File: config.mk
export PLATFORM = sky130hd
export DESIGN_NAME = trtd_queue
export DESIGN_NICKNAME = d
export VERILOG_FILES = /design/src/rtl/core/trtd_pkg.sv /design/src/rtl/core/trtd_queue.sv
export SDC_FILE = /design/constraint.sdc
export NUM_CORES = 1
export LEC_CHECK = 0
export BUFFER_PORTS_ARGS = -buffer_cell sky130_fd_sc_hd__clkbuf_2
export CORE_AREA = 4 4 124 126
export CTS_BUF_LIST = sky130_fd_sc_hd__clkbuf_8
export DETAILED_ROUTE_END_ITERATION = 6
export DIE_AREA = 0 0 128 130
export SYNTH_ARGS = -nofsm -noshare
export SYNTH_HDL_FRONTEND = slang
export SYNTH_SLANG_ARGS = --single-unit
File: constraint.sdc
create_clock -name clk -period 4.4 [get_ports clk]
set_clock_uncertainty 0.2 [all_clocks]
set_input_delay 0.44 -clock clk [delete_from_list [all_inputs] [get_ports clk]]
set_output_delay 0.44 -clock clk [all_outputs]
set_load 0.1 [all_outputs]
File: src/rtl/core/trtd_pkg.sv
// shared types, constants and pixel decode functions for the tiled texture decoder
package trtd_pkg;

  localparam int MAX_DIMENSION_DEF   = 1024;
  localparam int PALETTE_ENTRIES_DEF = 256;
  localparam int QUEUE_DEPTH         = 2;

  localparam int DIM_W     = 11;
  localparam int POS_W     = 10;
  localparam int ADDR_W    = 20;
  localparam int WORD_W    = 16;
  localparam int INDEX_W   = 8;
  localparam int RGB_W     = 24;
  localparam int ARGB_W    = 32;
  localparam int CFG_IDX_W = 2;
  localparam int CFG_DAT_W = 11;

  localparam logic [CFG_IDX_W-1:0] CFG_TEXTURE_FORMAT = 2'd0;
  localparam logic [CFG_IDX_W-1:0] CFG_IMAGE_WIDTH    = 2'd1;
  localparam logic [CFG_IDX_W-1:0] CFG_IMAGE_HEIGHT   = 2'd2;

  localparam logic [7:0] ALPHA_OPAQUE = 8'hFF;

  typedef enum logic {
    OP_PALETTE_WRITE = 1'b0,
    OP_TEXEL         = 1'b1
  } opcode_t;

  typedef enum logic {
    FMT_RGB5A3 = 1'b0,
    FMT_CI8    = 1'b1
  } format_t;

  typedef struct packed {
    opcode_t             op;
    format_t             fmt;
    logic [INDEX_W-1:0]  pal_index;
    logic [WORD_W-1:0]   pal_word;
    logic [WORD_W-1:0]   texel_word;
    logic [POS_W-1:0]    x;
    logic [POS_W-1:0]    y;
    logic [DIM_W-1:0]    width;
    logic                last;
  } queue_item_t;

  function automatic logic [WORD_W-1:0] swap_bytes(input logic [WORD_W-1:0] w);
    return {w[7:0], w[15:8]};
  endfunction

  // floor(c * 255 / 31)
  function automatic logic [7:0] expand5(input logic [4:0] c);
    logic [7:0] e;
    case (c)
      5'd0:  e = 8'h00; 5'd1:  e = 8'h08; 5'd2:  e = 8'h10; 5'd3:  e = 8'h18;
      5'd4:  e = 8'h20; 5'd5:  e = 8'h29; 5'd6:  e = 8'h31; 5'd7:  e = 8'h39;
      5'd8:  e = 8'h41; 5'd9:  e = 8'h4A; 5'd10: e = 8'h52; 5'd11: e = 8'h5A;
      5'd12: e = 8'h62; 5'd13: e = 8'h6A; 5'd14: e = 8'h73; 5'd15: e = 8'h7B;
      5'd16: e = 8'h83; 5'd17: e = 8'h8B; 5'd18: e = 8'h94; 5'd19: e = 8'h9C;
      5'd20: e = 8'hA4; 5'd21: e = 8'hAC; 5'd22: e = 8'hB4; 5'd23: e = 8'hBD;
      5'd24: e = 8'hC5; 5'd25: e = 8'hCD; 5'd26: e = 8'hD5; 5'd27: e = 8'hDE;
      5'd28: e = 8'hE6; 5'd29: e = 8'hEE; 5'd30: e = 8'hF6;
      default: e = 8'hFF;
    endcase
    return e;
  endfunction

  function automatic logic [7:0] expand4(input logic [3:0] c);
    return {c, c};
  endfunction

  // floor(c * 255 / 7)
  function automatic logic [7:0] expand3(input logic [2:0] c);
    logic [7:0] e;
    case (c)
      3'd0: e = 8'h00; 3'd1: e = 8'h24; 3'd2: e = 8'h48; 3'd3: e = 8'h6D;
      3'd4: e = 8'h91; 3'd5: e = 8'hB6; 3'd6: e = 8'hDA;
      default: e = 8'hFF;
    endcase
    return e;
  endfunction

  // floor(c * a / 255) via reciprocal, exact for 16-bit products
  function automatic logic [7:0] blend_black(input logic [7:0] c, input logic [7:0] a);
    logic [15:0] p;
    logic [16:0] t;
    logic [16:0] s;
    p = c * a;
    t = {1'b0, p} + 17'd1;
    s = t + {8'b0, t[16:8]};
    return s[15:8];
  endfunction

  function automatic logic [RGB_W-1:0] decode_rgb5a3(input logic [WORD_W-1:0] v);
    logic [7:0] a;
    logic [RGB_W-1:0] rgb;
    if (v[15]) begin
      rgb = {expand5(v[14:10]), expand5(v[9:5]), expand5(v[4:0])};
    end else begin
      a = expand3(v[14:12]);
      rgb = {blend_black(expand4(v[11:8]), a), blend_black(expand4(v[7:4]), a),
             blend_black(expand4(v[3:0]), a)};
    end
    return rgb;
  endfunction

endpackage

File: src/rtl/core/trtd_queue.sv
// short fifo between the front end and the decode back end
module trtd_queue (
  input  logic                  clk,
  input  logic                  rst_n,
  input  logic                  push,
  input  trtd_pkg::queue_item_t push_item,
  input  logic                  pop,
  output trtd_pkg::queue_item_t pop_item,
  output logic                  empty,
  output logic                  full
);

  localparam int DEPTH = trtd_pkg::QUEUE_DEPTH;
  localparam int PTR_W = (DEPTH > 1) ? $clog2(DEPTH) : 1;
  localparam int CNT_W = $clog2(DEPTH + 1);

  trtd_pkg::queue_item_t slots_r [DEPTH];
  logic [PTR_W-1:0] wr_ptr_r, rd_ptr_r;
  logic [CNT_W-1:0] count_r;

  assign empty    = (count_r == '0);
  assign full     = (count_r == CNT_W'(DEPTH));
  assign pop_item = slots_r[rd_ptr_r];

  always_ff @(posedge clk) begin
    if (push) begin
      slots_r[wr_ptr_r] <= push_item;
    end
  end

  always_ff @(posedge clk) begin
    if (!rst_n) begin
      wr_ptr_r <= '0;
      rd_ptr_r <= '0;
      count_r  <= '0;
    end else begin
      if (push) begin
        wr_ptr_r <= (wr_ptr_r == PTR_W'(DEPTH - 1)) ? '0 : wr_ptr_r + PTR_W'(1);
      end
      if (pop) begin
        rd_ptr_r <= (rd_ptr_r == PTR_W'(DEPTH - 1)) ? '0 : rd_ptr_r + PTR_W'(1);
      end
      if (push && !pop) begin
        count_r <= count_r + CNT_W'(1);
      end else if (pop && !push) begin
        count_r <= count_r - CNT_W'(1);
      end
    end
  end

endmodule

==> run metrics <==
outcome=complete, no violations; maximum VDD drop=0.251 mV; Critical Path Fanout Max=74; Initial DRT Pass Iterations=4; Mapped Nets=331; power per standard cell area=476 nW/µm²; Residual DRC=0; Post-CTS Resized=0; GRT Util Overall=13.2%; full die area=16600 µm²; dpl cell area=6520 µm²; CTS Buf Count=17; Core ar.=14300 µm²; Synth Flop Type=edfxtp_1; DP Cell Count=583; DR vias/cell=4.49; crit-path cells=mux2_2 > clkbuf_2; Worst-Margin Slew=1040 ps; final WL=10.5 mm; Site Rows=44; leakage dissipation=2.92 nW; Final Hold Viols=0; number of flops mapped to enable cells by yosys=148; Slew headroom=30.9%; Setup crit end kind=output port; crit path buf inv count=1; remaining antenna violation count=0; commonest non-fill, non-tap cell in the layout=clkbuf_2; CTS root buf=clkbuf_8; CTS tree=done; worst skew pair latency=440 ps; synth top area cells=edfxtp_1 80%, mux2_2 15%, dfxtp_1 1.8%, buf_6 1.2%, and2_1 0.45%; clk buf depth=2; antenna cells=0; worst path arrival time=2350 ps; max-cap viol count=0; Synth Cell Area=5580 µm²; Required @ worst endpoint=3760 ps; largest net degree at the start of global routing=75; Hold/Removal Path Class=input port to flop; RePlAce Congestion=0.718; Final Instance Area=7660 µm²; max-slew violations=0; RSZ-0062 raised after global routing=false; clock transition at the registers of the reported paths=70 ps; Port Buf Inserts=153; Post-Layout Cell Count=686; Ports=154; vias in the first global route=3374; Die Width=128 µm; Yosys warnings=0; share of cells above drive strength 1=51.4%; Synth top area share=79.7%; Max Freq=335 MHz; fin nets=571; commonest non-fill, non-tap cells in the layout=153 x clkbuf_2, 148 x edfxtp_1, 74 x mux2_2, 74 x dlygate4sd3_1, 17 x clkbuf_8; Syn Inst Count=252; Synth Register Bits=153; drt wl/cell=15.3 µm; Sink Count=153; crit start category=flop; CP max stage delay=1000 ps; Die H=130 µm; number of DRC markers in iteration 0=132; Tmin final=2990 ps; Final setup viols=0; overflow left after global routing=0; Syn-to-layout area delta=37.3%; postcts setup bufs=0; CTS H-tree lvls=4; initial core utilization=39.0%; share of synthesized registers carrying an async set or reset=0%; leading area contributor after synthesis=edfxtp_1; Syn Area/Cell=22.1 µm²; Largest delay share family, worst path=flip-flops; Yosys cell types=18; Final period util=67.9%; register area share after synthesis=81.5%; setup tns final=0 ps; first-pass GRT wire length=16.4 mm; CP max stage cell=dfxtp_4; Crit Path Class=flop to output port; Vias=3079; initial antenna violation count=0
[registers in the layout, summed over array words and instances (netlist names), named ones only]
name,count
slots_r,148
count_r,2
rd_ptr_r,1
wr_ptr_r,1
[cells in the mapped netlist, drive strengths merged, types with 2 or more instances]
library cell	n
mux2	74
nor2b	2
xor2	2
buf	8
and2	4
edfxtp	148
dfxtp	5
[kinds of logic (layout without fill, tap and decap cells)]
kind of cell             count (synthesis)  count (layout)  share of synthesized area (%)
adder cells (fa/ha/maj)                  1               1                          0.224
buffers and inverters                    9             259                           1.50
multiplexers                            74              74                           14.9
flip-flops                             153             153                           81.5
AND/OR/NAND/NOR                          9               9                           1.01
AO/OA/AOI/OAI                            3               3                          0.359
XOR/XNOR                                 3               3                          0.471
[metal layers]
layer  GRT usage (%)  wire length, µm  vias up
met4            5.62              198        0
met1            14.8             4210     1484
met3            5.32              786       19
met5               0                0        -
met2            22.2             5330      110
li1                -                -     1466
[area by class of cell]
type                    instances  area, µm²
fillers                      1174       6660
flip-flops and latches        153       4550
repair buffers                229       1520
multi-input cells              90        958
clock buffers                  17        234
well taps                     184        230
clock inverters                12        160
inverters                       1       3.75
[power breakdown]
| part | switching (mW) | total, mW | internal (mW) |
|---|---|---|---|
| combinational | 0.655 | 0.848 | 0.193 |
| sequential | 0.0441 | 1.73 | 1.68 |
| clock | 0.470 | 1.07 | 0.597 |
[per-stage QoR]
stage / worst slack [ps] / power (mW) / hold slack (ps) / utilization, %
2_1_floorplan: 1370 / 2.43 / 266 / -
3_3_place_gp: 1870 / 2.55 / 278 / 45.6
3_5_place_dp: 1860 / 2.56 / 297 / 45.6
4_1_cts: 1360 / 3.69 / 21.6 / 53.5
5_1_grt: 1280 / 3.80 / 29.7 / 53.5
6_report: 1410 / 3.64 / 54.5 / 53.5
[what timing repair did]
item | in CTS | in global routing
setup endpoints to repair | 0 | 0
hold buffers | 74 | 0
hold endpoints to repair | 148 | 0
[final timing paths]
kind / startpoint / end / slack (ps) / cells after the start
setup / recovery: flop / pop_item[29] / 1410 / 2
hold / removal: rst_n / wr_ptr_r$_SDFFE_PN0P_ / 50 / 2
setup reg to reg: wr_ptr_r$_SDFFE_PN0P_ / slots_r[1][8]$_DFFE_PP_ / 2540 / 1
hold reg to reg: count_r[1]$_SDFFE_PN0P_ / count_r[1]$_SDFFE_PN0P_ / 300 / 2
Power figures use the tool's default switching activity.
