[src/rtl/core/trtd_pkg.sv]
// shared types, constants and pixel decode functions for the tiled texture decoder
package trtd_pkg;

  localparam int MAX_DIMENSION_DEF   = 1024;
  localparam int PALETTE_ENTRIES_DEF = 256;
  localparam int QUEUE_DEPTH         = 2;

  localparam int DIM_W     = 11;
  localparam int POS_W     = 10;
  localparam int ADDR_W    = 20;
  localparam int WORD_W    = 16;
  localparam int INDEX_W   = 8;
  localparam int RGB_W     = 24;
  localparam int ARGB_W    = 32;
  localparam int CFG_IDX_W = 2;
  localparam int CFG_DAT_W = 11;

  localparam logic [CFG_IDX_W-1:0] CFG_TEXTURE_FORMAT = 2'd0;
  localparam logic [CFG_IDX_W-1:0] CFG_IMAGE_WIDTH    = 2'd1;
  localparam logic [CFG_IDX_W-1:0] CFG_IMAGE_HEIGHT   = 2'd2;

  localparam logic [7:0] ALPHA_OPAQUE = 8'hFF;

  typedef enum logic {
    OP_PALETTE_WRITE = 1'b0,
    OP_TEXEL         = 1'b1
  } opcode_t;

  typedef enum logic {
    FMT_RGB5A3 = 1'b0,
    FMT_CI8    = 1'b1
  } format_t;

  typedef struct packed {
    opcode_t             op;
    format_t             fmt;
    logic [INDEX_W-1:0]  pal_index;
    logic [WORD_W-1:0]   pal_word;
    logic [WORD_W-1:0]   texel_word;
    logic [POS_W-1:0]    x;
    logic [POS_W-1:0]    y;
    logic [DIM_W-1:0]    width;
    logic                last;
  } queue_item_t;

  function automatic logic [WORD_W-1:0] swap_bytes(input logic [WORD_W-1:0] w);
    return {w[7:0], w[15:8]};
  endfunction

  // floor(c * 255 / 31)
  function automatic logic [7:0] expand5(input logic [4:0] c);
    logic [7:0] e;
    case (c)
      5'd0:  e = 8'h00; 5'd1:  e = 8'h08; 5'd2:  e = 8'h10; 5'd3:  e = 8'h18;
      5'd4:  e = 8'h20; 5'd5:  e = 8'h29; 5'd6:  e = 8'h31; 5'd7:  e = 8'h39;
      5'd8:  e = 8'h41; 5'd9:  e = 8'h4A; 5'd10: e = 8'h52; 5'd11: e = 8'h5A;
      5'd12: e = 8'h62; 5'd13: e = 8'h6A; 5'd14: e = 8'h73; 5'd15: e = 8'h7B;
      5'd16: e = 8'h83; 5'd17: e = 8'h8B; 5'd18: e = 8'h94; 5'd19: e = 8'h9C;
      5'd20: e = 8'hA4; 5'd21: e = 8'hAC; 5'd22: e = 8'hB4; 5'd23: e = 8'hBD;
      5'd24: e = 8'hC5; 5'd25: e = 8'hCD; 5'd26: e = 8'hD5; 5'd27: e = 8'hDE;
      5'd28: e = 8'hE6; 5'd29: e = 8'hEE; 5'd30: e = 8'hF6;
      default: e = 8'hFF;
    endcase
    return e;
  endfunction

  function automatic logic [7:0] expand4(input logic [3:0] c);
    return {c, c};
  endfunction

  // floor(c * 255 / 7)
  function automatic logic [7:0] expand3(input logic [2:0] c);
    logic [7:0] e;
    case (c)
      3'd0: e = 8'h00; 3'd1: e = 8'h24; 3'd2: e = 8'h48; 3'd3: e = 8'h6D;
      3'd4: e = 8'h91; 3'd5: e = 8'hB6; 3'd6: e = 8'hDA;
      default: e = 8'hFF;
    endcase
    return e;
  endfunction

  // floor(c * a / 255) via reciprocal, exact for 16-bit products
  function automatic logic [7:0] blend_black(input logic [7:0] c, input logic [7:0] a);
    logic [15:0] p;
    logic [16:0] t;
    logic [16:0] s;
    p = c * a;
    t = {1'b0, p} + 17'd1;
    s = t + {8'b0, t[16:8]};
    return s[15:8];
  endfunction

  function automatic logic [RGB_W-1:0] decode_rgb5a3(input logic [WORD_W-1:0] v);
    logic [7:0] a;
    logic [RGB_W-1:0] rgb;
    if (v[15]) begin
      rgb = {expand5(v[14:10]), expand5(v[9:5]), expand5(v[4:0])};
    end else begin
      a = expand3(v[14:12]);
      rgb = {blend_black(expand4(v[11:8]), a), blend_black(expand4(v[7:4]), a),
             blend_black(expand4(v[3:0]), a)};
    end
    return rgb;
  endfunction

endpackage

[src/rtl/core/trtd_back.sv]
// back end: palette memory, address multiply and pixel decode pipeline
module trtd_back #(
  parameter int PALETTE_ENTRIES = trtd_pkg::PALETTE_ENTRIES_DEF
) (
  input  logic                          clk,
  input  logic                          rst_n,
  input  trtd_pkg::queue_item_t         pop_item,
  input  logic                          queue_empty,
  output logic                          pop,
  output logic                          out_valid,
  input  logic                          out_stall,
  output logic [trtd_pkg::POS_W-1:0]    out_pixel_x,
  output logic [trtd_pkg::POS_W-1:0]    out_pixel_y,
  output logic [trtd_pkg::ADDR_W-1:0]   out_pixel_address,
  output logic [trtd_pkg::ARGB_W-1:0]   out_argb,
  output logic                          out_last_pixel
);

  localparam int IDX_W  = $clog2(PALETTE_ENTRIES);
  localparam int PW     = trtd_pkg::POS_W;
  localparam int AW     = trtd_pkg::ADDR_W;
  localparam int WW     = trtd_pkg::WORD_W;
  localparam int PROD_W = trtd_pkg::POS_W + trtd_pkg::DIM_W;

  logic [WW-1:0] palette_mem [PALETTE_ENTRIES];

  logic              s1_valid_r;
  logic [WW-1:0]     s1_pal_r;
  logic [WW-1:0]     s1_word_r;
  trtd_pkg::format_t s1_fmt_r;
  logic [PW-1:0]     s1_x_r, s1_y_r;
  logic [AW-1:0]     s1_addr_r;
  logic              s1_last_r;

  logic              s1_ready, s2_ready;
  logic              is_texel;
  logic [PROD_W-1:0] addr_nxt;
  logic [WW-1:0]     color_word;

  assign s2_ready = !out_valid || !out_stall;
  assign s1_ready = !s1_valid_r || s2_ready;
  assign pop      = !queue_empty && s1_ready;
  assign is_texel = (pop_item.op == trtd_pkg::OP_TEXEL);

  assign addr_nxt = pop_item.y * pop_item.width + PROD_W'(pop_item.x);

  // palette write and registered palette read share the pop
  always_ff @(posedge clk) begin
    if (pop) begin
      if (!is_texel) begin
        palette_mem[pop_item.pal_index[IDX_W-1:0]] <= pop_item.pal_word;
      end
      s1_pal_r <= palette_mem[pop_item.texel_word[IDX_W-1:0]];
    end
  end

  always_ff @(posedge clk) begin
    if (s1_ready) begin
      s1_word_r <= pop_item.texel_word;
      s1_fmt_r  <= pop_item.fmt;
      s1_x_r    <= pop_item.x;
      s1_y_r    <= pop_item.y;
      s1_addr_r <= addr_nxt[AW-1:0];
      s1_last_r <= pop_item.last;
    end
  end

  always_ff @(posedge clk) begin
    if (!rst_n) begin
      s1_valid_r <= 1'b0;
    end else if (s1_ready) begin
      s1_valid_r <= pop && is_texel;
    end
  end

  assign color_word = trtd_pkg::swap_bytes((s1_fmt_r == trtd_pkg::FMT_CI8) ? s1_pal_r
                                                                           : s1_word_r);

  always_ff @(posedge clk) begin
    if (s2_ready && s1_valid_r) begin
      out_pixel_x       <= s1_x_r;
      out_pixel_y       <= s1_y_r;
      out_pixel_address <= s1_addr_r;
      out_argb          <= {trtd_pkg::ALPHA_OPAQUE, trtd_pkg::decode_rgb5a3(color_word)};
      out_last_pixel    <= s1_last_r;
    end
  end

  always_ff @(posedge clk) begin
    if (!rst_n) begin
      out_valid <= 1'b0;
    end else if (s2_ready) begin
      out_valid <= s1_valid_r;
    end
  end

endmodule

[config.mk]
export PLATFORM = sky130hd
export DESIGN_NAME = trtd_back
export DESIGN_NICKNAME = d
export VERILOG_FILES = /design/src/rtl/core/trtd_pkg.sv /design/src/rtl/core/trtd_back.sv
export SDC_FILE = /design/constraint.sdc
export NUM_CORES = 2
export LEC_CHECK = 0
export BUFFER_PORTS_ARGS = -buffer_cell sky130_fd_sc_hd__buf_2
export CORE_MARGIN = 5
export CORE_UTILIZATION = 57
export DETAILED_ROUTE_END_ITERATION = 8
export GPL_ROUTABILITY_DRIVEN = 1
export PLACE_DENSITY = 0.85
export SKIP_CTS_REPAIR_TIMING = 1
export SLEW_MARGIN = 20
export SYNTH_ARGS = -nofsm -noshare
export SYNTH_HDL_FRONTEND = slang
export SYNTH_MEMORY_MAX_BITS = 65536
export SYNTH_SLANG_ARGS = --single-unit
[constraint.sdc]
create_clock -name clk -period 10.5 [get_ports clk]
set_input_delay 0 -clock clk [delete_from_list [all_inputs] [get_ports clk]]
set_output_delay 0 -clock clk [all_outputs]
set_load 0.02 [all_outputs]
==> impl_metrics.yaml <==
cells_and_area:
  regArea_um2: 127000
  areaGrowthSynthToFinish_pct: 12.5
  instances_no_fill: 12600
  layout-drive-gt1-share: 0.287
  final_util: 0.644
  final_nets: 8684
  multi_input_area_um2: 42000
  design_area_um2: 193000
  nFillCells: 17500
place:
  placed_cell_area_um2: 179000
  place.gp.congestion: 0.852
  port_buffers: 144
  placed_cells: 11700
  dp_hpwl_mm: 274
  pre_cts_ws_ps: 2380
synthesis:
  synth_cells: 7632
  syn_area_per_cell_um2: 22.5
  yosysUniqueCellTypes: 73
  synth_edf_count: 4235
  ys_ff_latch: 4237
  synth-seq-area-share: 0.741
  netlist_area_um2: 172000
  yosys.area.top_type: "edfxtp_1"
  ys_async_sr_fraction: 0
  synthFlopType: "edfxtp_1"
  synth_top_area_share: 0.741
  synthTopCellsByArea: "edfxtp_1 74%, mux4_2 18%, fa_1 1.8%"
  yosysWarnings: 0
sta:
  hold_viol: 1
  setup_viol: 0
  post-route-min-period_ps: 7850
  relSlewSlack: 0.123
  min_period_over_period: 0.747
  max_freq_mhz: 127
  holdWs_ps: -22.4
  rsz0062_at_grt: "false"
  drv_slew: 0
  fin_skew_ps: 92.2
  layout_setup_ws_ps: 2650
  setup_tns_ps: 0
  tightest_slew_ps: 1310
power_and_ir_drop:
  ir_worst_vdd_uv: 200
  power.density_nw_per_um2: 212
  combPwrFrac: 0.174
  swShare: 0.275
  p_int_mw: 29.7
  leakage_nw: 62.6
  p_switching_mw: 11.3
  seqPwrFrac: 0.461
  pwr-share-clk: 0.365
worst_setup_path:
  worstPathMaxFanout: 26
  worstPathArrival_ps: 8510
  path_class: "flop to flop"
  endpoint_kind: "flop"
  crit_required_ps: 11160
  startpoint_type: "flop"
detailed_routing:
  wl_per_cell_um: 41.5
  drtPass1Iterations: 8
  drc: 0
  avgViaCountPerCell: 7.33
  routed_wl_mm: 522
  postRouteAntennaNets: 0
  first_iter_violations: 17600
  vias: 92200
grt:
  grt_use_total: 0.332
  grt_pass1_vias: 90000
  grt_max_degree: 173
  grt_pass1_wl_mm: 724
  antenna_found_initial: 80
  grt-ovfl-total: 0
clock_network:
  clkSinkCount: 4237
  clock_latency_ps: 1000
  cts_buffer_depth: 4
  cts_tree: "built"
  cts_htree_levels: 5
  numCtsBuffers: 399
  clkSlewWorstSetupHoldPaths_ps: 70
  ctsRootBufferMaster: "clkbuf_16"
floorplanning:
  die-area_um2: 312000
  die_x_um: 559
  io_pins: 153
  start_util: 0.573
  design.core.area_um2: 300000
  fp-row-count: 201
  die_h_um: 559
min_path:
  min-delay-path-class: "input pin to flop"
run_status:
  status: "finished with violations"
  violations: "hold timing"
job:
  max_cap_violations: 0
## cell usage in the layout (no fill, tap or decap), types with 122 or more instances in the layout
master / Yosys / final
mux4_2: 1360 / 1360
nand2_1: 140 / 140
nor2_1: 354 / 347
ha_1: 205 / 205
clkbuf_16: 0 / 402
buf_4: 16 / 315
fa_1: 157 / 157
buf_2: 57 / 122
edfxtp_1: 4235 / 4235
inv_1: 277 / 276
## synthesized netlist by cell type, drive strengths merged, types with 31 or more instances
library cell / number
nand3: 31
xnor2: 50
o21ai: 33
nand2: 140
buf: 155
nor2: 354
mux4: 1360
inv: 277
clkbuf: 228
edfxtp: 4235
a21oi: 68
fa: 157
ha: 205
and2: 53
## metrics by stage
stage	power (mW)	hold WS, ps
2_1_floorplan	24.1	98.9
3_3_place_gp	25.9	179
3_5_place_dp	26.1	182
4_1_cts	40.8	-860
5_1_grt	42.4	8.45
6_report	40.9	-22.4
## worst max-delay path, stage by stage, from the launching register on
cell and delay, ps:
edfxtp_1 330, buf_4 370, mux2i_1 840, nor2_1 130, fa_1 690, inv_1 90
fa_1 430, fa_1 550, inv_1 50, ha_1 270, ha_1 370, and3_1 220
nand2_1 100, nor4bb_1 490, o21ai_0 240, nand2b_1 110, a21oi_1 80, xnor2_1 280
ha_1 350, and2_1 180, o2111ai_1 100, a31oi_1 160, a311oi_1 610, nor2_1 120
o221ai_1 200, o21ai_0 110
## area by class of cell
class / count / area share
diodes: 43 / 0.000557
inverters: 277 / 0.00538
flip-flops and latches: 4237 / 0.659
multi-input cells: 2742 / 0.217
well taps: 3958 / 0.0256
clock buffers: 482 / 0.0536
repair buffers: 587 / 0.0253
clock inverters: 259 / 0.0137
## power by group through the flow
stage          Combinational, mW  Clock (mW)  Sequential, mW
2_1_floorplan               4.82           0            19.3
3_3_place_gp                6.64           0            19.2
3_5_place_dp                6.84           0            19.2
4_1_cts                     6.97        14.9            18.9
5_1_grt                     7.83        15.7            18.9
6_report                    7.11        15.0            18.9
## registers in the layout, indices dropped and copies added, names as in the netlist
name	flops
palette_mem	4096
out_argb	24
out_pixel_address	20
s1_addr_r	20
s1_pal_r	16
s1_word_r	16
out_pixel_x	10
out_pixel_y	10
s1_x_r	10
s1_y_r	10
out_last_pixel	1
out_valid	1
s1_fmt_r	1
s1_last_r	1
s1_valid_r	1
## kinds of logic after synthesis
logic type / share of synthesized area
AO/OA/AOI/OAI: 0.00884
XOR/XNOR: 0.00397
adder cells (fa/ha/maj): 0.0333
buffers and inverters: 0.0152
flip-flops: 0.741
multiplexers: 0.180
other: 0.0000218
AND/OR/NAND/NOR: 0.0175
## final timing paths
check / start / endpoint / slack (ps) / depth (start not counted)
hold reg to reg: s1_addr_r[9] / out_pixel_address[9] / 410 / 0
setup / recovery: s1_fmt_r / out_argb[11] / 2650 / 25
setup reg to reg: s1_fmt_r / out_argb[11] / 2650 / 25
hold / removal: pop_item[36] / s1_word_r[4] / -20 / 2
## per-layer routing
| layer | global-route usage | vias to the layer above | part of all wire |
|---|---|---|---|
| met5 | 0 | - | 0.00065 |
| met3 | 0.0811 | 2005 | 0.13 |
| met1 | 0.422 | 47300 | 0.31 |
| li1 | - | 33100 | - |
| met2 | 0.533 | 9827 | 0.49 |
| met4 | 0.189 | 52 | 0.075 |
(Power assumes the default switching activity.)
