===== src/rtl/core/trtd_pkg.sv =====
// shared types, constants and pixel decode functions for the tiled texture decoder
package trtd_pkg;

  localparam int MAX_DIMENSION_DEF   = 1024;
  localparam int PALETTE_ENTRIES_DEF = 256;
  localparam int QUEUE_DEPTH         = 2;

  localparam int DIM_W     = 11;
  localparam int POS_W     = 10;
  localparam int ADDR_W    = 20;
  localparam int WORD_W    = 16;
  localparam int INDEX_W   = 8;
  localparam int RGB_W     = 24;
  localparam int ARGB_W    = 32;
  localparam int CFG_IDX_W = 2;
  localparam int CFG_DAT_W = 11;

  localparam logic [CFG_IDX_W-1:0] CFG_TEXTURE_FORMAT = 2'd0;
  localparam logic [CFG_IDX_W-1:0] CFG_IMAGE_WIDTH    = 2'd1;
  localparam logic [CFG_IDX_W-1:0] CFG_IMAGE_HEIGHT   = 2'd2;

  localparam logic [7:0] ALPHA_OPAQUE = 8'hFF;

  typedef enum logic {
    OP_PALETTE_WRITE = 1'b0,
    OP_TEXEL         = 1'b1
  } opcode_t;

  typedef enum logic {
    FMT_RGB5A3 = 1'b0,
    FMT_CI8    = 1'b1
  } format_t;

  typedef struct packed {
    opcode_t             op;
    format_t             fmt;
    logic [INDEX_W-1:0]  pal_index;
    logic [WORD_W-1:0]   pal_word;
    logic [WORD_W-1:0]   texel_word;
    logic [POS_W-1:0]    x;
    logic [POS_W-1:0]    y;
    logic [DIM_W-1:0]    width;
    logic                last;
  } queue_item_t;

  function automatic logic [WORD_W-1:0] swap_bytes(input logic [WORD_W-1:0] w);
    return {w[7:0], w[15:8]};
  endfunction

  // floor(c * 255 / 31)
  function automatic logic [7:0] expand5(input logic [4:0] c);
    logic [7:0] e;
    case (c)
      5'd0:  e = 8'h00; 5'd1:  e = 8'h08; 5'd2:  e = 8'h10; 5'd3:  e = 8'h18;
      5'd4:  e = 8'h20; 5'd5:  e = 8'h29; 5'd6:  e = 8'h31; 5'd7:  e = 8'h39;
      5'd8:  e = 8'h41; 5'd9:  e = 8'h4A; 5'd10: e = 8'h52; 5'd11: e = 8'h5A;
      5'd12: e = 8'h62; 5'd13: e = 8'h6A; 5'd14: e = 8'h73; 5'd15: e = 8'h7B;
      5'd16: e = 8'h83; 5'd17: e = 8'h8B; 5'd18: e = 8'h94; 5'd19: e = 8'h9C;
      5'd20: e = 8'hA4; 5'd21: e = 8'hAC; 5'd22: e = 8'hB4; 5'd23: e = 8'hBD;
      5'd24: e = 8'hC5; 5'd25: e = 8'hCD; 5'd26: e = 8'hD5; 5'd27: e = 8'hDE;
      5'd28: e = 8'hE6; 5'd29: e = 8'hEE; 5'd30: e = 8'hF6;
      default: e = 8'hFF;
    endcase
    return e;
  endfunction

  function automatic logic [7:0] expand4(input logic [3:0] c);
    return {c, c};
  endfunction

  // floor(c * 255 / 7)
  function automatic logic [7:0] expand3(input logic [2:0] c);
    logic [7:0] e;
    case (c)
      3'd0: e = 8'h00; 3'd1: e = 8'h24; 3'd2: e = 8'h48; 3'd3: e = 8'h6D;
      3'd4: e = 8'h91; 3'd5: e = 8'hB6; 3'd6: e = 8'hDA;
      default: e = 8'hFF;
    endcase
    return e;
  endfunction

  // floor(c * a / 255) via reciprocal, exact for 16-bit products
  function automatic logic [7:0] blend_black(input logic [7:0] c, input logic [7:0] a);
    logic [15:0] p;
    logic [16:0] t;
    logic [16:0] s;
    p = c * a;
    t = {1'b0, p} + 17'd1;
    s = t + {8'b0, t[16:8]};
    return s[15:8];
  endfunction

  function automatic logic [RGB_W-1:0] decode_rgb5a3(input logic [WORD_W-1:0] v);
    logic [7:0] a;
    logic [RGB_W-1:0] rgb;
    if (v[15]) begin
      rgb = {expand5(v[14:10]), expand5(v[9:5]), expand5(v[4:0])};
    end else begin
      a = expand3(v[14:12]);
      rgb = {blend_black(expand4(v[11:8]), a), blend_black(expand4(v[7:4]), a),
             blend_black(expand4(v[3:0]), a)};
    end
    return rgb;
  endfunction

endpackage


===== src/rtl/core/trtd_front.sv =====
// front end: configuration registers, tile walk counters and queue push
module trtd_front #(
  parameter int MAX_DIMENSION = trtd_pkg::MAX_DIMENSION_DEF
) (
  input  logic                           clk,
  input  logic                           rst_n,
  input  logic                           cfg_we,
  input  logic [trtd_pkg::CFG_IDX_W-1:0] cfg_index,
  input  logic [trtd_pkg::CFG_DAT_W-1:0] cfg_wdata,
  input  logic                           in_valid,
  output logic                           in_stall,
  input  logic                           in_opcode,
  input  logic [trtd_pkg::INDEX_W-1:0]   in_palette_index,
  input  logic [trtd_pkg::WORD_W-1:0]    in_palette_word,
  input  logic [trtd_pkg::WORD_W-1:0]    in_texel_word,
  input  logic                           queue_full,
  output logic                           push,
  output trtd_pkg::queue_item_t          push_item
);

  localparam int DW = trtd_pkg::DIM_W;
  localparam int PW = trtd_pkg::POS_W;

  trtd_pkg::format_t fmt_r;
  logic [DW-1:0]     width_cfg_r;
  logic [DW-1:0]     height_cfg_r;

  logic [2:0]    col_r, col_nxt;
  logic [1:0]    row_r, row_nxt;
  logic [PW-1:0] tile_left_r, tile_left_nxt;
  logic [PW-1:0] tile_top_r, tile_top_nxt;

  logic [3:0]    tw;
  logic [DW-1:0] w_sat, w_eff, h_sat, h_eff;
  logic [DW-1:0] w_mask, h_mask;
  logic          row_end, tile_end, band_end, last;
  logic          accept, is_texel;

  always_ff @(posedge clk) begin
    if (!rst_n) begin
      fmt_r        <= trtd_pkg::FMT_RGB5A3;
      width_cfg_r  <= DW'(8);
      height_cfg_r <= DW'(4);
    end else if (cfg_we) begin
      unique case (cfg_index)
        trtd_pkg::CFG_TEXTURE_FORMAT: fmt_r <= trtd_pkg::format_t'(cfg_wdata[0]);
        trtd_pkg::CFG_IMAGE_WIDTH:    width_cfg_r <= cfg_wdata[DW-1:0];
        trtd_pkg::CFG_IMAGE_HEIGHT:   height_cfg_r <= cfg_wdata[DW-1:0];
        default: ;
      endcase
    end
  end

  // effective dimensions: saturate, clear low bits, at least one tile
  always_comb begin
    tw     = (fmt_r == trtd_pkg::FMT_CI8) ? 4'd8 : 4'd4;
    w_sat  = (int'(width_cfg_r) > MAX_DIMENSION) ? DW'(MAX_DIMENSION) : width_cfg_r;
    h_sat  = (int'(height_cfg_r) > MAX_DIMENSION) ? DW'(MAX_DIMENSION) : height_cfg_r;
    w_mask = w_sat & ~(DW'(tw) - DW'(1));
    h_mask = h_sat & ~DW'(3);
    w_eff  = (w_mask == '0) ? DW'(tw) : w_mask;
    h_eff  = (h_mask == '0) ? DW'(4) : h_mask;
  end

  always_comb begin
    row_end  = ({1'b0, col_r} + 4'd1) >= tw;
    tile_end = row_end && (row_r == 2'd3);
    band_end = tile_end && (({1'b0, tile_left_r} + DW'(tw)) >= w_eff);
    last     = band_end && (({1'b0, tile_top_r} + DW'(4)) >= h_eff);

    col_nxt       = col_r;
    row_nxt       = row_r;
    tile_left_nxt = tile_left_r;
    tile_top_nxt  = tile_top_r;
    if (!row_end) begin
      col_nxt = col_r + 3'd1;
    end else if (!tile_end) begin
      col_nxt = '0;
      row_nxt = row_r + 2'd1;
    end else begin
      col_nxt = '0;
      row_nxt = '0;
      if (!band_end) begin
        tile_left_nxt = tile_left_r + PW'(tw);
      end else begin
        tile_left_nxt = '0;
        tile_top_nxt  = last ? '0 : tile_top_r + PW'(4);
      end
    end
  end

  assign in_stall = queue_full;
  assign accept   = in_valid && !queue_full;
  assign is_texel = (trtd_pkg::opcode_t'(in_opcode) == trtd_pkg::OP_TEXEL);
  assign push     = accept;

  always_comb begin
    push_item.op         = trtd_pkg::opcode_t'(in_opcode);
    push_item.fmt        = fmt_r;
    push_item.pal_index  = in_palette_index;
    push_item.pal_word   = in_palette_word;
    push_item.texel_word = in_texel_word;
    push_item.x          = tile_left_r + PW'(col_r);
    push_item.y          = tile_top_r + PW'(row_r);
    push_item.width      = w_eff;
    push_item.last       = last;
  end

  always_ff @(posedge clk) begin
    if (!rst_n) begin
      col_r       <= '0;
      row_r       <= '0;
      tile_left_r <= '0;
      tile_top_r  <= '0;
    end else if (accept && is_texel) begin
      col_r       <= col_nxt;
      row_r       <= row_nxt;
      tile_left_r <= tile_left_nxt;
      tile_top_r  <= tile_top_nxt;
    end
  end

endmodule


===== config.mk =====
export PLATFORM = sky130hd
export DESIGN_NAME = trtd_front
export DESIGN_NICKNAME = d
export VERILOG_FILES = /design/src/rtl/core/trtd_pkg.sv /design/src/rtl/core/trtd_front.sv
export SDC_FILE = /design/constraint.sdc
export NUM_CORES = 1
export LEC_CHECK = 0
export BUFFER_PORTS_ARGS = -buffer_cell sky130_fd_sc_hd__buf_4
export CORE_MARGIN = 2
export CORE_UTILIZATION = 52
export CTS_CLUSTER_SIZE = 8
export DETAILED_ROUTE_END_ITERATION = 16
export PLACE_DENSITY = 0.95
export SKIP_CTS_REPAIR_TIMING = 1
export SYNTH_ARGS = -nofsm -noshare
export SYNTH_HDL_FRONTEND = slang
export SYNTH_SLANG_ARGS = --single-unit

===== constraint.sdc =====
create_clock -name clk -period 5.3 [get_ports clk]
set_input_delay 1.06 -clock clk [delete_from_list [all_inputs] [get_ports clk]]
set_output_delay 1.06 -clock clk [all_outputs]
set_load 0.02 [all_outputs]

==> metrics.md, run 1 <==
| Metric | Value |
|---|---|
| Row count | 28 |
| Max Buffers Root-to-Sink | 2 |
| Max cap viols | 0 |
| Yosys warns | 0 |
| Final Setup Violations | 0 |
| Crit path max fanout | 13 |
| Die height | a little over 80 um |
| Final period util | approximately 80% |
| Worst-case clock skew | 0.0115 ns |
| Average size of a mapped cell | between 7 and 8 um^2 |
| Dpl ws | 1.33 ns |
| Initial Util | a little over half |
| Power Total | ~630 uW |
| Commonest non-fill, non-tap cells in the layout | nand2_1, buf_4, dfxtp_1 |
| Post-synthesis sequential area ratio | a little over a quarter |
| Share of cells above drive strength 1 | between 10% and 20% |
| Io pins | 135 |
| Cell variety after synth | 50 |
| CP required | 4.24 ns |
| Post-DP HPWL | 5100 um |
| Vias in the first global route | between 2k and 2.5k |
| FFs w/ async S/R, synth | 0% |
| Core ar. | 5850 um^2 |
| Inserted Clock Buffers | 5 |
| I/O Buffers | 52 |
| End-of-flow core utilization | between 50% and 60% |
| DRT antenna net count | 0 |
| Gate Count Post-Synth | slightly below 400 |
| Antenna diodes | 0 |
| Status | completed |
| Worst vdd ir | around 120 uV |
| First-pass GRT wire length | 10400 um |
| Via density | 5.51 |
| Primary FF master, synth | dfxtp_1 |
| Die Wd | a little over 80 um |
| Max_slew headroom | 26.4% |
| Worst-path clk slew | about 0.09 ns |
| Setup TNS | 0 ns |
| Adder-cell area share of the yosys netlist | 11.5% |
| Hold Path Class | reg -> reg |
| Worst Setup Start Kind | flop |
| Biggest area consumer among synthesized cells | dfxtp_1 |
| Drt first pass iters | 4 |
| Area of the multi-input gates | between 1500 and 2000 um^2 |
| Fmax | ~230 MHz |
| Mux cell area share after synthesis | 6.76% |
| Largest net degree at the start of global routing | 38 |
| Final net count | ~470 |
| Area Growth Syn to Fin | 3.70% |
| DRT iter0 DRCs | between 90 and 100 |
| Clock Sinks | 42 |
| Largest family of logic cells by synthesized area | simple AND/OR/NAND/NOR gates |
| CTS H-Tree Depth | 2 |
| # fillers | 526 |
| Register area | about 840 um^2 |
| Setup WS post-layout | about 0.93 ns |
| DRC | 0 |
| RSZ-0062 raised after global routing | false |
| Post-Synth Simple-Gate Area | a little over a fifth |
| Worst slew pin tran | about 1.1 ns |
| Final Instance Area | between 3000 and 4000 um^2 |
| EDFF count, synth | 0 |
| Pwr Density | 197 nW/um^2 |
| TritonCTS clock tree | yes |
| Critical Path AT | approximately 3.3 ns |
| GP Congestion | between 0.8 and 0.9 |
| Final slew viol count | 0 |
| Hold Vio Cnt, Final | 0 |
| Tot GR Track Use | 20.1% |
| #FFs+latches synth | 42 |
| Clock root buffer | clkbuf_8 |
| Placed Area | around 3100 um^2 |
| Crit end category | output port |
| Fin crit period | between 4 and 5 ns |
| Synth Area in Compound Gates | between 10% and 20% |
| Initial antenna violation count | 0 |
| Largest cells by area after synthesis | dfxtp_1, buf_4, ha_1 |
| Synth Cell Area | approximately 3100 um^2 |
| Final wirelength | 6450 um |
| Wire per inst | 14.2 um |
| Leakage power | about 1.5 nW |
| Critical path type | reg -> out |
| GRT overflow | 0 |
| Post-synthesis xor/xnor area fraction | under 10% |
| Die area | between 6000 and 7000 um^2 |
| Vias | approximately 2.5k |
| Clk_lat worst skew | 0.31 ns |
| Yosys top cell area share | between 20% and 30% |
## routing by layer
layer,part of all wire (%),track usage (%),vias to the layer above
met3,6.0,5.33,13
li1,-,-,1227
met5,0,0,-
met1,42,22.7,1180
met4,1.3,5.25,0
met2,51,37.1,85
## Yosys cell counts (2+ instances only)
library cell	number
buf_2	6
nand3_1	12
mux2i_1	21
o21ai_0	9
nor3b_1	2
nand4_1	3
or3_1	5
a21oi_1	17
nor3_1	4
inv_1	13
clkbuf_1	15
nor2_1	39
a21boi_0	5
nand2_1	52
dfxtp_1	42
xnor2_1	12
and3_1	2
o22ai_1	5
ha_1	27
a31oi_1	4
nand3b_1	4
and2_1	3
buf_4	49
a21o_1	3
nor2b_1	2
xor2_1	10
## path summary, 6_finish.rpt
path / depth (start not counted) / end / slack, ns / from
worst min register to register: 2 / tile_left_r[2] / 0.49 / tile_left_r[2]
worst min-delay path: 2 / tile_left_r[2] / 0.49 / tile_left_r[2]
worst max-delay path: 11 / push_item[0] / 0.93 / fmt_r
worst max register to register: 11 / tile_left_r[5] / 2.16 / fmt_r
## per-stage QoR
| stage | hold WS [ns] | std cells |
|---|---|---|
| floorplan | 0.445 | 391 |
| global placement | 0.472 | 447 |
| detailed placement | 0.485 | 447 |
| CTS | 0.498 | 455 |
| global route | 0.530 | 455 |
| finish | 0.493 | 455 |
## power by group
part | internal [mW] | total (mW) | switching (mW)
logic | 0.0360 | 0.0868 | 0.0508
registers | 0.322 | 0.329 | 0.00726
clock network | 0.0943 | 0.218 | 0.124
## logic make-up (layout without fill, tap and decap cells)
kind of cell               Yosys count  count (layout)
xor gates and xnor gates            22              22
muxes                               21              21
adders and majority gates           28              28
DFF                                 42              42
buffers and inverters               85              74
and+or+nand+nor                    140             140
other                                1               2
AOI/OAI and AO/OA                   51              51
## sequential cells by signal, indices dropped and copies added, names as in the netlist
name,flops
tile_left_r,8
row_r,2
fmt_r,1
col_r,3
tile_top_r,8
width_cfg_r,11
height_cfg_r,9
## area by class of cell
type	count	share of cell area, %
multi-input combinational	264	54.4
sequential	42	26.1
timing repair buffer	52	12.1
tap	75	2.91
clock buffer	5	2.13
inverter	14	1.63
clock inverter	3	0.737
## worst max-delay path, stage by stage, from the launching register on
cell and delay, ns:
dfxtp_1 0.49, inv_1 0.14, ha_1 0.24, fa_1 0.47, xor2_1 0.18, ha_1 0.29
o21ai_0 0.19, a21oi_1 0.08, o31ai_2 0.31, and2_2 0.35, nor3b_1 0.09, buf_4 0.17
No activity file was read; power rests on OpenSTA's default activity.
==> inputs of run 2 (changes only) <==
--- a/config.mk
+++ b/config.mk
@@ -5,12 +5,13 @@
 export SDC_FILE = /design/constraint.sdc
 export NUM_CORES = 1
 export LEC_CHECK = 0
+export ABC_AREA = 1
 export BUFFER_PORTS_ARGS = -buffer_cell sky130_fd_sc_hd__buf_4
 export CORE_MARGIN = 2
-export CORE_UTILIZATION = 52
+export CORE_UTILIZATION = 49
 export CTS_CLUSTER_SIZE = 8
 export DETAILED_ROUTE_END_ITERATION = 16
-export PLACE_DENSITY = 0.95
+export PLACE_DENSITY = 0.92
 export SKIP_CTS_REPAIR_TIMING = 1
 export SYNTH_ARGS = -nofsm -noshare
 export SYNTH_HDL_FRONTEND = slang
==> constraint.sdc (replaced) <==
create_clock -name clk -period 4.46 [get_ports clk]
set_input_delay 0.892 -clock clk [delete_from_list [all_inputs] [get_ports clk]]
set_output_delay 0.892 -clock clk [all_outputs]
set_load 0.02 [all_outputs]
==> metrics.md, run 2 <==
| Metric | Value |
|---|---|
| Status | completed |
| GRT overflow | 0 (unchanged) |
| Worst-path clk slew | 0.09 ns (about the same) |
| Critical-path top delay cell | dfxtp_1 |
| Clk_lat worst skew | 0.31 ns (about the same) |
| DRT iter0 DRCs | 230 (+150%) |
| Flop2flop setup slack | 1.34 ns (-0.82 ns) |
| Area of the multi-input gates | 1740 um^2 (-0.64%) |
| Worst Setup Start Kind | flop |
| Average size of a mapped cell | 6.84 um^2 (-14%) |
| Synth Cell Area | 3330 um^2 (+7.2%) |
| Inserted Clock Buffers | 5 (unchanged) |
| Yosys warns | 0 (unchanged) |
| First-pass GRT wire length | 11800 um (+14%) |
| Biggest area consumer among synthesized cells | dfxtp_1 |
| Worst R2R Start | fmt_r |
| Antenna diodes | 0 (unchanged) |
| Crit end category | output port |
| WHS Path Cells | 2 (unchanged) |
| EDFF count, synth | 0 (unchanged) |
| I/O Buffers | 52 (unchanged) |
| Share of cells above drive strength 1 | 16.7% (-1.5 points) |
| Worst-case clock skew | 0.00712 ns (-0.00439 ns) |
| Max_slew headroom | 35.2% (+8.8 points) |
| Fin crit period | 4.12 ns |
| Gate Count Post-Synth | 487 (+25%) |
| Vias in the first global route | 2755 (+17%) |
| Die Wd | 86.5 um (+6.3%) |
| Yosys top cell area share | 26.4% (-0.62 points) |
| R2R Path End | tile_top_r[5] |
| Hold Path Class | reg -> reg |
| Crit path max fanout | 9 (-4) |
| CP required | 3.57 ns (-0.67 ns) |
| Final period util | between 90 and 100% |
| Tot GR Track Use | 19.6% (-0.51 points) |
| HP Start | width_cfg_r[7] |
| Clock root buffer | clkbuf_8 |
| Fmax | 242 MHz |
| Final wirelength | 7250 um (+12%) |
| TritonCTS clock tree | yes |
| Row count | 30 (+7.1%) |
| Worst vdd ir | 190 uV (+53%) |
| Worst reg2reg path depth | 17 (+6) |
| CTS H-Tree Depth | 2 (unchanged) |
| Most common cell after layout, fill and taps aside | nand2_1 |
| Largest cells by area after synthesis | dfxtp_1, buf_4, ha_1 |
| Area Growth Syn to Fin | 4.54% |
| DRT antenna net count | 0 (unchanged) |
| Biggest regs | height_cfg_r (11), width_cfg_r (11) |
| Pwr Density | 250 nW/um^2 (+27%) |
| Power Total | 872 uW (+38%) |
| Primary FF master, synth | dfxtp_1 |
| Max incr delay on CP | 0.49 ns (about the same) |
| #FFs+latches synth | 44 (+4.8%) |
| Hold Crit Endpoint | width_cfg_r[7] |
| Final Setup Violations | 0 (unchanged) |
| DRC | 0 (unchanged) |
| Final hold slack | 0.496 ns (+0.00327 ns) |
| Post-DP HPWL | 5760 um (+13%) |
| Cell variety after synth | 36 (-28%) |
| RSZ-0062 raised after global routing | false |
| Drt first pass iters | 4 (unchanged) |
| Initial Util | 49.9% (-3.3 points) |
| Worst slew pin tran | 0.964 ns (-0.139 ns) |
| Commonest cells post-synth | nand2_1, inv_1, nor2_1 |
| Critical Path AT | 3.23 ns (-0.08 ns) |
| Delay-heaviest family, CP | adder cells |
| Final slew viol count | 0 (unchanged) |
| Initial antenna violation count | 0 (unchanged) |
| Clock Sinks | 44 (+4.8%) |
| FFs w/ async S/R, synth | 0% (unchanged) |
| Critical path type | reg -> out |
| Max cap viols | 0 (unchanged) |
| Vias | 2907 (+16%) |
| Leakage power | 1.77 nW (+15%) |
| Setup TNS | 0 ns (unchanged) |
| Post-synthesis sequential area ratio | 26.4% (-0.62 points) |
| Wire per inst | 12.9 um (-8.7%) |
| Io pins | 135 (unchanged) |
| Final net count | 566 (+21%) |
| GP Congestion | 0.948 (+7.5%) |
| Crit path cell chain | inv_1 > ha_1 > fa_1 > nand2_1 > nor3_2 > xor2_1 > ha_1 > nand2_1 > nor2_1 > nand3_1 > nand4_4 > nand2_4 > nor2_1 > buf_4 |
| Commonest non-fill, non-tap cells in the layout | nand2_1, inv_1, nor2_1 |
| Hold Vio Cnt, Final | 0 (unchanged) |
| Largest net degree at the start of global routing | 34 (-11%) |
| # fillers | 602 (+14%) |
| Max Buffers Root-to-Sink | 2 (unchanged) |
| Die area | 7480 um^2 (+13%) |
| Via density | 5.19 (-5.7%) |
| Register area | 881 um^2 (+4.8%) |
| CP Buf/Inv Count | 2 (unchanged) |
| Core ar. | 6680 um^2 (+14%) |
| Most numerous cell in the Yosys netlist | nand2_1 |
| Die height | 86.5 um (+6.3%) |
==> run 2: changes by cell type in the layout (fill, tap and decap cells not counted), sizes merged, moves of 10 or more <==
cell	delta
inv	+53
nand2	+35
nor2	+29
o21ai	+22
mux2i	-21
a21oi	+15
xnor2	-10
==> run 2: area by class of cell <==
type	count	share of cell area, %
Multi-Input combinational cell	308	50.0
Sequential cell	44	25.3
Timing Repair Buffer	52	11.2
Inverter	68	7.43
Tap cell	80	2.87
Clock buffer	5	1.97
Clock inverter	3	1.22
==> run 2: cell families after synthesis <==
group / Yosys count / synth area share (%)
adder cells (fa/ha/maj): 28 / 10.7
buffers and inverters: 136 / 21.4
AND/OR/NAND/NOR: 194 / 26.3
other: 1 / 0.113
flip-flops: 44 / 26.4
XOR/XNOR: 13 / 3.42
AO/OA/AOI/OAI: 71 / 11.6
==> run 2: stage by stage <==
step / instances / instance area, um^2 / setup slack (ns) / utilization, %
floorplan: 488 / 3340 / 1.04 / -
global placement: 552 / 3370 / 0.826 / 50.5
detailed placement: 552 / 3370 / 0.691 / 50.5
CTS: 560 / 3480 / 0.351 / 52.2
global route: 560 / 3480 / 0.124 / 52.2
finish: 560 / 3480 / 0.335 / 52.2
==> run 2: worst max path at each step <==
stage / start / end / slack [ns] / cells past startpoint
2_1_floorplan: fmt_r / push_item[0] / 1.04 / 14
3_3_place_gp: fmt_r / push_item[0] / 0.83 / 14
3_5_place_dp: fmt_r / push_item[0] / 0.69 / 14
4_1_cts: fmt_r / push_item[0] / 0.35 / 14
5_1_grt: fmt_r / push_item[0] / 0.12 / 16
6_report: fmt_r / push_item[0] / 0.34 / 14
==> run 2: power breakdown <==
| group | internal (mW) | total (mW) | switching [mW] |
|---|---|---|---|
| Clock | 0.166 | 0.311 | 0.145 |
| Combinational | 0.0550 | 0.147 | 0.0920 |
| Sequential | 0.405 | 0.414 | 0.00886 |
==> run 2: tightest hold or removal path, cell delays in order (launching register included) <==
cell,delay (ns)
dfxtp_1,0.31
inv_1,0.08
a21oi_1,0.06
==> run 2: layer usage <==
| metal | wire length, um | vias up | GRT usage (%) |
|---|---|---|---|
| met5 | 0 | - | 0 |
| met4 | 195 | 0 | 9.52 |
| met3 | 500 | 20 | 3.81 |
| met2 | 3630 | 91 | 35.4 |
| met1 | 2920 | 1321 | 21.9 |
| li1 | - | 1475 | - |
==> inputs of run 3 (changes only) <==
--- a/config.mk
+++ b/config.mk
@@ -11,6 +11,7 @@
 export CORE_UTILIZATION = 49
 export CTS_CLUSTER_SIZE = 8
 export DETAILED_ROUTE_END_ITERATION = 16
+export MAX_ROUTING_LAYER = met4
 export PLACE_DENSITY = 0.92
 export SKIP_CTS_REPAIR_TIMING = 1
 export SYNTH_ARGS = -nofsm -noshare
==> metrics.md, run 3 (synthesis results as in run 2) <==
| Metric | Value |
|---|---|
| DRT iter0 DRCs | 150 (-35%) |
| Inserted Clock Buffers | 5 (unchanged) |
| Fin crit period | 4.16 ns (+0.0315 ns) |
| Clock Sinks | 44 (unchanged) |
| Io pins | 135 (unchanged) |
| Initial Util | 49.9% (unchanged) |
| Worst-path clk slew | 0.08 ns (about the same) |
| Setup WS post-layout | 0.304 ns (-0.0315 ns) |
| Max cap viols | 0 (unchanged) |
| DRC | 0 (unchanged) |
| Wire per inst | 13.2 um (+1.7%) |
| Hold Vio Cnt, Final | 0 (unchanged) |
| TritonCTS clock tree | yes |
| Hold Path Class | reg -> reg |
| Crit end category | output port |
| First-pass GRT wire length | 12400 um (+5.0%) |
| Share of cells above drive strength 1 | 16.7% (unchanged) |
| Row count | 30 (unchanged) |
| Final period util | 93.2% (+0.71 points) |
| Worst-case clock skew | 0.00318 ns (-0.00394 ns) |
| Final wirelength | 7370 um (+1.7%) |
| # fillers | 630 (+4.7%) |
| Fmax | 241 MHz (-0.76%) |
| Worst Setup Start Kind | flop |
| CTS H-Tree Depth | 2 (unchanged) |
| Vias in the first global route | 2833 (+2.8%) |
| Max Buffers Root-to-Sink | 2 (unchanged) |
| CP required | 3.57 ns (about the same) |
| Largest net degree at the start of global routing | 34 (unchanged) |
| Vias | 2915 (+0.28%) |
| Core ar. | 6680 um^2 (unchanged) |
| Setup TNS | 0 ns (unchanged) |
| Worst slew pin tran | 0.932 ns (-0.0322 ns) |
| Crit path cell chain | inv_1 > ha_1 > fa_1 > nand2_1 > nor3_2 > xor2_1 > ha_1 > nand2_1 > nor2_1 > nand3_1 > nand4_4 > nand2_4 > nor2_1 > buf_4 |
| Area Growth Syn to Fin | 5.97% |
| I/O Buffers | 52 (unchanged) |
| Die height | 86.5 um (unchanged) |
| Most common cell after layout, fill and taps aside | nand2_1 |
| Die Wd | 86.5 um (unchanged) |
| GP Congestion | 0.948 (about the same) |
| Antenna diodes | 0 (unchanged) |
| Initial antenna violation count | 0 (unchanged) |
| Critical-path top delay cell | dfxtp_1 |
| Final net count | 566 (unchanged) |
| Post-DP HPWL | 5690 um (-1.2%) |
| Crit path max fanout | 9 (unchanged) |
| Pwr Density | 279 nW/um^2 (+11%) |
| Max incr delay on CP | 0.51 ns (+0.02 ns) |
| Worst vdd ir | 217 uV (+15%) |
| Max_slew headroom | 37.4% (+2.2 points) |
| Tot GR Track Use | 20.9% (+1.3 points) |
| Dpl ws | 0.710 ns (+0.0195 ns) |
| Critical path type | reg -> out |
| Via density | 5.21 (+0.28%) |
| Drt first pass iters | 5 (+1) |
| Commonest non-fill, non-tap cells in the layout | nand2_1, inv_1, nor2_1 |
| Clk_lat worst skew | 0.30 ns (about the same) |
| RSZ-0062 raised after global routing | false |
| Critical Path AT | 3.26 ns (+0.03 ns) |
| Final slew viol count | 0 (unchanged) |
| Die area | 7480 um^2 (unchanged) |
| Final Setup Violations | 0 (unchanged) |
| Status | completed |
| Biggest regs | height_cfg_r (11), width_cfg_r (11) |
| DRT antenna net count | 0 (unchanged) |
| Leakage power | 1.79 nW (+1.4%) |
| Clock root buffer | clkbuf_8 |
| GRT overflow | 0 (unchanged) |
run 3: cell count changes in the layout (fill, tap and decap cells not counted), sizes merged:
cell | previous run | this run
clkinvlp | 1 | 0
clkinv | 2 | 1
bufinv | 1 | 3
run 3: layer usage:
| layer | track usage (%) | vias to the layer above | share of wire [%] |
|---|---|---|---|
| met2 | 35.9 | 105 | 50 |
| met1 | 24.4 | 1319 | 41 |
| met5 | - | - | 0 |
| met3 | 3.43 | 18 | 6.4 |
| li1 | - | 1473 | - |
| met4 | 8.24 | 0 | 2.4 |
run 3: layout make-up:
class                   count  area, um^2  area share [%]
multi-input cells         308        1740            49.3
flip-flops and latches     44         881            24.9
repair buffers             52         390            11.1
inverters                  68         259            7.33
well taps                  80         100            2.83
clock inverters             3        90.1            2.55
clock buffers               5        68.8            1.95
run 3: path summary, 6_finish.rpt:
kind                    endpoint  cells past startpoint  slack (ns)      startpoint
setup reg to reg   tile_top_r[5]                     15        1.37           fmt_r
setup / recovery    push_item[0]                     14        0.30           fmt_r
hold reg to reg   width_cfg_r[8]                      2        0.49  width_cfg_r[8]
hold / removal    width_cfg_r[8]                      2        0.49  width_cfg_r[8]
run 3: stage by stage:
step	utilization, %	hold slack, ns	std cells	power (mW)	instance area, um^2
after floorplan	-	0.450	488	0.574	3340
after global placement	50.5	0.466	552	0.561	3370
after detailed placement	50.5	0.474	552	0.568	3370
after CTS	52.9	0.487	560	0.989	3530
after global routing	52.9	0.524	560	1.02	3530
final	52.9	0.486	560	0.985	3530
run 3: where the power goes:
group | switching (mW) | internal (mW) | total [mW] | leakage [nW]
registers | 0.00896 | 0.405 | 0.414 | 0.358
clock network | 0.143 | 0.280 | 0.423 | 0.0784
logic | 0.0927 | 0.0550 | 0.148 | 1.36
run 3: critical path, delay by kind of cell (launching register included):
kind,cells,cell delay [ns]
adders and majority gates,3,0.99
and+or+nand+nor,8,0.97
DFF,1,0.51
buffers and inverters,2,0.32
xor gates and xnor gates,1,0.16
